$ cat src/sv/aip_pkg.sv
package aip_pkg;

	localparam int VAL_W    = 64;
	localparam int OFF_W    = 11;
	localparam int BASE_W   = 6;
	localparam int DIG_W    = 6;
	localparam int CHAR_W   = 8;
	localparam int PROD_W   = VAL_W + BASE_W;
	localparam int APB_DW   = 32;
	localparam int APB_AW   = 3;

	localparam logic [BASE_W-1:0] MAX_BASE = 6'd36;
	localparam logic [BASE_W-1:0] DEF_BASE = 6'd10;
	localparam logic [BASE_W-1:0] OCT_BASE = 6'd8;
	localparam logic [BASE_W-1:0] HEX_BASE = 6'd16;

	localparam logic [CHAR_W-1:0] CH_SPACE = 8'h20;
	localparam logic [CHAR_W-1:0] CH_TAB   = 8'h09;
	localparam logic [CHAR_W-1:0] CH_CR    = 8'h0d;
	localparam logic [CHAR_W-1:0] CH_ZERO  = 8'h30;
	localparam logic [CHAR_W-1:0] CH_NINE  = 8'h39;
	localparam logic [CHAR_W-1:0] CH_UA    = 8'h41;
	localparam logic [CHAR_W-1:0] CH_UZ    = 8'h5a;
	localparam logic [CHAR_W-1:0] CH_LA    = 8'h61;
	localparam logic [CHAR_W-1:0] CH_LZ    = 8'h7a;
	localparam logic [CHAR_W-1:0] CH_LX    = 8'h78;
	localparam logic [CHAR_W-1:0] CH_UX    = 8'h58;
	localparam logic [CHAR_W-1:0] CH_MINUS = 8'h2d;
	localparam logic [CHAR_W-1:0] CH_PLUS  = 8'h2b;
	localparam logic [CHAR_W-1:0] UPPER_OFS = 8'd55;
	localparam logic [CHAR_W-1:0] LOWER_OFS = 8'd87;

	localparam logic REG_BASE   = 1'b0;
	localparam logic REG_SIGNED = 1'b1;

	typedef struct packed {
		logic              new_str;
		logic              space;
		logic              plus;
		logic              minus;
		logic              xchar;
		logic              dig_ok;
		logic [DIG_W-1:0]  dig;
	} entry_t;

	typedef struct packed {
		logic [BASE_W-1:0] base;
		logic              sgn;
	} cfg_t;

endpackage

$ cat src/sv/ascii_integer_parser.sv
// channel  | handshake            | payload
// input    | push / full          | char_in, new_string
// result   | empty / pop          | value, stop_offset, overflow
// config   | psel penable pwrite  | paddr, pwdata, prdata (pready tied high)
//
// one word per cycle sustained while no result waits unpopped; the back stage's 64 x 6 multiply-add sets the pace
// a word waits in the queue, and a result is registered when the back stage takes its final word
// reset: base 10, signed mode on, parser ignores words until one with new_string
// full rises once QUEUE_DEPTH words wait behind a result that is not popped
module ascii_integer_parser import aip_pkg::*; #(
	parameter int MAX_LEN     = 1024,
	parameter int QUEUE_DEPTH = 4
) (
	input  logic              clk,
	input  logic              arst_n,
	input  logic              push,
	output logic              full,
	input  logic [CHAR_W-1:0] char_in,
	input  logic              new_string,
	output logic              empty,
	input  logic              pop,
	output logic [VAL_W-1:0]  value,
	output logic [OFF_W-1:0]  stop_offset,
	output logic              overflow,
	input  logic              psel,
	input  logic              penable,
	input  logic              pwrite,
	input  logic [APB_AW-1:0] paddr,
	input  logic [APB_DW-1:0] pwdata,
	output logic [APB_DW-1:0] prdata,
	output logic              pready
);

	cfg_t   cfg_q;
	entry_t front_entry;
	entry_t q_entry;
	logic   q_valid;
	logic   q_take;
	logic   out_valid;
	logic   cfg_wr;

	assign pready = 1'b1;
	assign cfg_wr = psel && penable && pwrite;
	assign empty  = !out_valid;

	always_ff @(posedge clk or negedge arst_n) begin
		if (!arst_n) begin
			cfg_q.base <= DEF_BASE;
			cfg_q.sgn  <= 1'b1;
		end else if (cfg_wr) begin
			unique case (paddr[2])
				REG_BASE:   cfg_q.base <= pwdata[BASE_W-1:0];
				REG_SIGNED: cfg_q.sgn  <= pwdata[0];
				default:    cfg_q      <= cfg_q;
			endcase
		end
	end

	always_comb begin
		prdata = '0;
		if (paddr[1:0] == 2'b00) begin
			unique case (paddr[2])
				REG_BASE:   prdata = APB_DW'(cfg_q.base);
				REG_SIGNED: prdata = APB_DW'(cfg_q.sgn);
				default:    prdata = '0;
			endcase
		end
	end

	aip_front u_front (
		.char_in    (char_in),
		.new_string (new_string),
		.entry      (front_entry)
	);

	aip_queue #(
		.DEPTH (QUEUE_DEPTH)
	) u_queue (
		.clk      (clk),
		.arst_n   (arst_n),
		.wr       (push),
		.wr_data  (front_entry),
		.full     (full),
		.rd       (q_take),
		.rd_valid (q_valid),
		.rd_data  (q_entry)
	);

	aip_back #(
		.MAX_LEN (MAX_LEN)
	) u_back (
		.clk        (clk),
		.arst_n     (arst_n),
		.cfg        (cfg_q),
		.in_valid   (q_valid),
		.in_entry   (q_entry),
		.in_take    (q_take),
		.out_valid  (out_valid),
		.out_pop    (pop),
		.out_value  (value),
		.out_offset (stop_offset),
		.out_ovf    (overflow)
	);

	a_back_drains: assert property (@(posedge clk) disable iff (!arst_n)
		q_valid && (empty || pop) |-> q_take)
		else $error("back stage stalled with room for a result");

	a_take_needs_word: assert property (@(posedge clk) disable iff (!arst_n)
		q_take |-> q_valid)
		else $error("back stage took from an empty queue");

	a_result_from_word: assert property (@(posedge clk) disable iff (!arst_n)
		!empty && ($past(empty) || $past(pop)) |-> $past(q_take))
		else $error("result appeared without a word consumed");

endmodule

$ cat src/sv/aip_front.sv
module aip_front import aip_pkg::*; (
	input  logic [CHAR_W-1:0] char_in,
	input  logic              new_string,
	output entry_t            entry
);

	logic [CHAR_W-1:0] dig_full;
	logic              is_num;
	logic              is_upper;
	logic              is_lower;

	always_comb begin
		is_num   = (char_in >= CH_ZERO) && (char_in <= CH_NINE);
		is_upper = (char_in >= CH_UA) && (char_in <= CH_UZ);
		is_lower = (char_in >= CH_LA) && (char_in <= CH_LZ);
		priority if (is_num) begin
			dig_full = char_in - CH_ZERO;
		end else if (is_upper) begin
			dig_full = char_in - UPPER_OFS;
		end else if (is_lower) begin
			dig_full = char_in - LOWER_OFS;
		end else begin
			dig_full = '0;
		end
		entry.new_str = new_string;
		entry.space   = (char_in == CH_SPACE) || ((char_in >= CH_TAB) && (char_in <= CH_CR));
		entry.plus    = (char_in == CH_PLUS);
		entry.minus   = (char_in == CH_MINUS);
		entry.xchar   = (char_in == CH_LX) || (char_in == CH_UX);
		entry.dig_ok  = is_num || is_upper || is_lower;
		entry.dig     = dig_full[DIG_W-1:0];
	end

endmodule

$ cat src/sv/aip_queue.sv
module aip_queue import aip_pkg::*; #(
	parameter int DEPTH = 4
) (
	input  logic   clk,
	input  logic   arst_n,
	input  logic   wr,
	input  entry_t wr_data,
	output logic   full,
	input  logic   rd,
	output logic   rd_valid,
	output entry_t rd_data
);

	localparam int PTR_W = (DEPTH > 1) ? $clog2(DEPTH) : 1;
	localparam int CNT_W = $clog2(DEPTH + 1);

	entry_t             mem_q [DEPTH];
	logic [PTR_W-1:0]   wptr_q;
	logic [PTR_W-1:0]   rptr_q;
	logic [CNT_W-1:0]   cnt_q;
	logic               do_wr;
	logic               do_rd;

	assign full     = (cnt_q == CNT_W'(DEPTH));
	assign rd_valid = (cnt_q != '0);
	assign rd_data  = mem_q[rptr_q];
	assign do_wr    = wr && !full;
	assign do_rd    = rd && rd_valid;

	always_ff @(posedge clk) begin
		if (do_wr) begin
			mem_q[wptr_q] <= wr_data;
		end
	end

	always_ff @(posedge clk or negedge arst_n) begin
		if (!arst_n) begin
			wptr_q <= '0;
			rptr_q <= '0;
			cnt_q  <= '0;
		end else begin
			if (do_wr) begin
				wptr_q <= (wptr_q == PTR_W'(DEPTH - 1)) ? '0 : wptr_q + 1'b1;
			end
			if (do_rd) begin
				rptr_q <= (rptr_q == PTR_W'(DEPTH - 1)) ? '0 : rptr_q + 1'b1;
			end
			unique case ({do_wr, do_rd})
				2'b10:   cnt_q <= cnt_q + 1'b1;
				2'b01:   cnt_q <= cnt_q - 1'b1;
				default: cnt_q <= cnt_q;
			endcase
		end
	end

endmodule

$ cat src/sv/aip_back.sv
module aip_back import aip_pkg::*; #(
	parameter int MAX_LEN = 1024
) (
	input  logic             clk,
	input  logic             arst_n,
	input  cfg_t             cfg,
	input  logic             in_valid,
	input  entry_t           in_entry,
	output logic             in_take,
	output logic             out_valid,
	input  logic             out_pop,
	output logic [VAL_W-1:0] out_value,
	output logic [OFF_W-1:0] out_offset,
	output logic             out_ovf
);

	localparam int POS_W = $clog2(MAX_LEN + 1);

	typedef enum logic [5:0] {
		PH_IDLE    = 6'b000001,
		PH_WS1     = 6'b000010,
		PH_WS2     = 6'b000100,
		PH_PREFIX0 = 6'b001000,
		PH_AFTERX  = 6'b010000,
		PH_DIGITS  = 6'b100000
	} phase_t;

	phase_t            ph_q, ph_c, ph_n;
	logic [VAL_W-1:0]  acc_q, acc_c, acc_n;
	logic [BASE_W-1:0] eb_q, eb_c, eb_n;
	logic              neg_q, neg_c, neg_n;
	logic [POS_W-1:0]  pos_q, pos_c, pos_n, pos_inc;
	logic              wr_q, wr_c, wr_n;

	logic [BASE_W-1:0] cfg_b, start_eb, run_eb, mul_b;
	logic [PROD_W-1:0] prod;
	logic              dig_in, start_pfx, do_start, do_take, do_finish;
	logic              emit;
	logic [VAL_W-1:0]  emit_val;
	logic [POS_W-1:0]  emit_off;
	logic              emit_ovf;

	logic              ov_q;
	logic [VAL_W-1:0]  val_q;
	logic [POS_W-1:0]  off_q;
	logic              ovf_q;

	assign in_take    = in_valid && (!ov_q || out_pop);
	assign out_valid  = ov_q;
	assign out_value  = val_q;
	assign out_offset = OFF_W'(off_q);
	assign out_ovf    = ovf_q;

	always_comb begin
		ph_c  = in_entry.new_str ? PH_WS1 : ph_q;
		acc_c = in_entry.new_str ? '0 : acc_q;
		eb_c  = in_entry.new_str ? '0 : eb_q;
		neg_c = in_entry.new_str ? 1'b0 : neg_q;
		pos_c = in_entry.new_str ? '0 : pos_q;
		wr_c  = in_entry.new_str ? 1'b0 : wr_q;

		cfg_b     = (cfg.base > MAX_BASE) ? MAX_BASE : cfg.base;
		start_eb  = (cfg_b == '0) ? DEF_BASE : cfg_b;
		run_eb    = (eb_c == '0) ? DEF_BASE : eb_c;
		mul_b     = (ph_c == PH_WS1 || ph_c == PH_WS2) ? start_eb : run_eb;
		start_pfx = ((cfg_b == '0) || (cfg_b == HEX_BASE)) && in_entry.dig_ok
			&& (in_entry.dig == '0);
		prod      = PROD_W'(acc_c) * PROD_W'(mul_b) + PROD_W'(in_entry.dig);
		dig_in    = in_entry.dig_ok && (in_entry.dig < mul_b);
		pos_inc   = (pos_c < POS_W'(MAX_LEN)) ? pos_c + 1'b1 : pos_c;

		ph_n      = ph_c;
		acc_n     = acc_c;
		eb_n      = eb_c;
		neg_n     = neg_c;
		pos_n     = pos_c;
		wr_n      = wr_c;
		do_start  = 1'b0;
		do_take   = 1'b0;
		do_finish = 1'b0;
		emit      = 1'b0;
		emit_val  = '0;
		emit_off  = '0;
		emit_ovf  = 1'b0;

		unique case (ph_c)
			PH_WS1: begin
				priority if (in_entry.space) begin
					pos_n = pos_inc;
				end else if (cfg.sgn && (in_entry.plus || in_entry.minus)) begin
					neg_n = in_entry.minus;
					ph_n  = PH_WS2;
					pos_n = pos_inc;
				end else begin
					do_start = 1'b1;
				end
			end
			PH_WS2: begin
				if (in_entry.space) begin
					pos_n = pos_inc;
				end else begin
					do_start = 1'b1;
				end
			end
			PH_PREFIX0: begin
				if (in_entry.xchar) begin
					eb_n  = HEX_BASE;
					ph_n  = PH_AFTERX;
					pos_n = pos_inc;
				end else begin
					ph_n = PH_DIGITS;
					if (dig_in) begin
						do_take = 1'b1;
					end else begin
						do_finish = 1'b1;
					end
				end
			end
			PH_AFTERX: begin
				if (dig_in) begin
					do_take = 1'b1;
					ph_n    = PH_DIGITS;
				end else begin
					emit     = 1'b1;
					emit_off = (pos_c != '0) ? pos_c - 1'b1 : '0;
					ph_n     = PH_IDLE;
				end
			end
			PH_DIGITS: begin
				if (dig_in) begin
					do_take = 1'b1;
				end else begin
					do_finish = 1'b1;
				end
			end
			default: begin
				ph_n = ph_c;
			end
		endcase

		if (do_start) begin
			if (start_pfx) begin
				eb_n  = (cfg_b == '0) ? OCT_BASE : HEX_BASE;
				ph_n  = PH_PREFIX0;
				pos_n = pos_inc;
			end else begin
				eb_n = start_eb;
				if (dig_in) begin
					do_take = 1'b1;
					ph_n    = PH_DIGITS;
				end else begin
					emit = 1'b1;
					ph_n = PH_IDLE;
				end
			end
		end

		if (do_take) begin
			acc_n = prod[VAL_W-1:0];
			wr_n  = wr_c || (prod[PROD_W-1:VAL_W] != '0);
			pos_n = pos_inc;
		end

		if (do_finish) begin
			emit     = 1'b1;
			emit_val = neg_c ? ('0 - acc_c) : acc_c;
			emit_off = pos_c;
			emit_ovf = wr_c;
			ph_n     = PH_IDLE;
		end
	end

	always_ff @(posedge clk or negedge arst_n) begin
		if (!arst_n) begin
			ph_q  <= PH_IDLE;
			acc_q <= '0;
			eb_q  <= '0;
			neg_q <= 1'b0;
			pos_q <= '0;
			wr_q  <= 1'b0;
			ov_q  <= 1'b0;
		end else begin
			if (in_take) begin
				ph_q  <= ph_n;
				acc_q <= acc_n;
				eb_q  <= eb_n;
				neg_q <= neg_n;
				pos_q <= pos_n;
				wr_q  <= wr_n;
			end
			if (in_take && emit) begin
				ov_q <= 1'b1;
			end else if (out_pop) begin
				ov_q <= 1'b0;
			end
		end
	end

	always_ff @(posedge clk) begin
		if (in_take && emit) begin
			val_q <= emit_val;
			off_q <= emit_off;
			ovf_q <= emit_ovf;
		end
	end

endmodule

$ cat config.mk
export PLATFORM = sky130hd
export DESIGN_NAME = ascii_integer_parser
export DESIGN_NICKNAME = d
export VERILOG_FILES = /design/src/sv/aip_pkg.sv /design/src/sv/ascii_integer_parser.sv /design/src/sv/aip_front.sv /design/src/sv/aip_queue.sv /design/src/sv/aip_back.sv
export SDC_FILE = /design/constraint.sdc
export NUM_CORES = 2
export LEC_CHECK = 0
export BUFFER_PORTS_ARGS = -buffer_cell sky130_fd_sc_hd__buf_2
export CAP_MARGIN = 20
export CORE_AREA = 2 2 212 214
export CTS_CLUSTER_DIAMETER = 60
export DETAILED_ROUTE_END_ITERATION = 7
export DIE_AREA = 0 0 214 216
export PLACE_DENSITY = 0.76
export SKIP_LAST_GASP = 1
export SLEW_MARGIN = 0
export SYNTH_ARGS = -nofsm -noshare
export SYNTH_HDL_FRONTEND = slang
export SYNTH_SLANG_ARGS = --single-unit
$ cat constraint.sdc
create_clock -name clk -period 6.7 [get_ports clk]
set_clock_uncertainty 0.05 [all_clocks]
set_input_delay 0.335 -clock clk [delete_from_list [all_inputs] [get_ports clk]]
set_output_delay 0.335 -clock clk [all_outputs]
set_load 0.005 [all_outputs]
==> results.toml <==
[worst_setup_path]
slowest_stage = "fa_1"
path_max_fanout = 3
cp-start-kind = "register"
arrival_ns = 7.14
critical_path_class = "reg -> reg"
max_stage_delay_ns = 0.58
cpMostUsedCell = "fa_1"
cp-end-kind = "register"
crit_required_ns = 7.12

[floorplanning]
ios = 162
die_w_microns = 214
die-area_sq_mm = 0.0462
initial_utilization_pct = 54.4
core_area_sq_mm = 0.0438
rows = 77
die_y_microns = 216

[route]
wire_per_inst_microns = 20.4
drt_first_pass_iters = 7
drtAntennaViolNets = 0
drc = 0
num_vias = 21116
routed_wl_microns = 70900
drt_iter0_markers = 2167
via_per_inst = 6.09

[synth]
synth_area_sq_mm = 0.0238
synth.top_cells.by_count = "nor2_1, fa_1, nand2_1, ha_1, a21oi_1"
synth_cell_types = 93
ys_seq_area_share_pct = 26.6
yosysMostFrequentCell = "nor2_1"
synth_top_area_share_pct = 21.2
synthCells = 2531
synth_edf_count = 124
async_reset_ff_share_pct = 45.6
synth-seq-cells = 228
synth_area_leader_cell = "fa_1"
avgSynthCellArea_sq_um = 9.42
ys.flop_type = "edfxtp_1"
ys_warn_count = 0
synth.area.top_cells = "fa_1, edfxtp_1, dfrtp_1"

[final_layout]
finalNetCount = 3327
drive_gt1_share_pct = 22.6
antenna_cells = 0
stdcell_count = 3468
num-fill-cells = 3291
area.growth.synth_to_final_pct = 21.0

[sta]
fmax_ghz = 0.149
min_period_ns = 6.72
period_share_pct = 100
hold_viol_final = 0
rsz0062_at_grt = "true"
tightest_slew_ns = 1.01
finalSetupViolations = 2
timing.slew.headroom_pct = 32.8
worst_slack_ns = -0.0233
maxSlewViolCount = 0

[cts]
cts_root_buffer = "clkbuf_16"
cts_buffers = 28
clk_latency_ns = 0.60
clock-sinks = 228
clk_pin_slew_ns = 0.07
tritoncts = "done"
clockBufferDepth = 3
htreeDepth = 1

[global_routing]
antenna_found_initial = 0
grt_pass1_wl_microns = 112000
grt_pass1_vias = 21290
grt_use_total_pct = 29.7
grt_start_max_net_pins = 69
overflow = 0

[place]
post-place-ws_ns = -0.364
port_buffers = 108
place_congestion = 0.951
post-place-cells = 3383
dp_hpwl_microns = 51500

[run_status]
status = "finished with violations"
violations = "negative setup slack"

[flow_run]
drv_cap = 0

[pwr]
total_power_mw = 8.42
ir_worst_vdd_v = 0.000304
power_density_mw_per_mm2 = 292
leakage_nw = 13.9

[hold_path]
hold_path.class = "in -> reg"
==> critical path: cells and delay by family (launching register included) <==
family / cells / cell delay [ns]
AO/OA/AOI/OAI: 9 / 1.67
flip-flops: 1 / 0.40
adder cells (fa/ha/maj): 5 / 2.27
multiplexers: 2 / 0.84
AND/OR/NAND/NOR: 4 / 0.75
buffers and inverters: 7 / 0.63
==> path summary, 6_finish.rpt <==
check / start / endpoint / slack [ns] / cells after the start
max: u_queue.mem_q[3][11] / u_back.wr_q / -0.02 / 27
min: char_in[7] / u_queue.mem_q[2][10] / 0.05 / 2
max reg2reg: u_queue.mem_q[3][11] / u_back.wr_q / -0.02 / 27
min reg2reg: u_back.ph_q[0] / u_back.ph_q[0] / 0.44 / 2
max in group asynchronous: arst_n / u_back.acc_q[27] / 4.98 / 3
min in group asynchronous: arst_n / u_queue.wptr_q[1] / 0.19 / 2
==> cells in the final DEF (no fill, tap or decap), types with 47 or more instances in the layout <==
cell and n:
inv_1 81, xor2_1 73, a22o_1 68, ha_1 152, buf_2 107, nor2_1 523, fa_1 251, nand2_1 210
xnor2_1 47, o21ai_0 101, a21oi_1 106, buf_4 265, edfxtp_1 124, dfrtp_1 99
==> metal layers <==
metal | up-vias | share of wire (%) | track usage (%)
met3 | 186 | 9.0 | 4.90
met4 | 0 | 3.6 | 9.84
met2 | 1141 | 47 | 48.0
met1 | 10431 | 40 | 41.0
li1 | 9358 | - | -
met5 | - | 0 | 0
==> state kept, by name, summed over array words and instances, names as in the netlist <==
register	flops
u_back.acc_q	64
u_back.out_value	64
u_queue.mem_q	48
u_back.out_offset	11
u_back.pos_q	11
cfg_q	7
u_back.eb_q	6
u_back.ph_q	6
u_queue.cnt_q	3
u_queue.rptr_q	2
u_queue.wptr_q	2
u_back.neg_q	1
u_back.out_ovf	1
u_back.out_valid	1
u_back.wr_q	1
==> stage by stage <==
| stage | instance area (sq um) | setup TNS, ns | util (%) | hold slack (ns) |
|---|---|---|---|---|
| detailed placement | 26700 | -1.63 | 61.0 | 0.284 |
| finish | 28900 | -0.0327 | 65.8 | 0.0474 |
| CTS | 28000 | -0.146 | 63.8 | 0.0253 |
| global route | 28900 | -1.44 | 65.8 | 0.0653 |
| global placement | 26700 | -0.827 | 61.0 | 0.278 |
| floorplan | 24000 | 0 | - | -0.0106 |
==> final cells by class <==
class                           instances  area, sq um  share of cell area, %
Sequential cell                       228         6330                   21.9
Clock buffer                           28          701                   2.43
Tap cell                              592          741                   2.57
Clock inverter                         24          270                  0.937
Multi-Input combinational cell       2094        17200                   59.7
Timing Repair Buffer                  417         3260                   11.3
Inverter                               85          320                   1.11
==> kinds of logic (layout without fill, tap and decap cells) <==
family                     count (synthesis)  in the layout  synth area share (%)
buffers and inverters                    234            554                  4.45
DFF                                      228            228                  26.6
adders and majority gates                422            422                  30.1
muxes                                     37             37                  2.30
AOI/OAI and AO/OA                        502            502                  14.0
and+or+nand+nor                          986            986                  18.1
xor gates and xnor gates                 120            120                  4.41
other                                      2             27                0.0315
==> power breakdown <==
part           internal (mW)  switching [mW]  leakage, nW
registers               1.91           0.179         2.55
logic                   1.74            3.01         10.9
clock network          0.872           0.704        0.467
total                   4.52            3.90         13.9
==> timing repair <==
item,4_1_cts,5_1_grt
hold endpoints to repair,48,0
setup buffers,1,20
endpoints found under the setup margin,15,28
pin swaps,11,53
cloned,0,5
hold buffers,9,0
resized for setup,37,124
No activity file was read; power rests on OpenSTA's default activity.
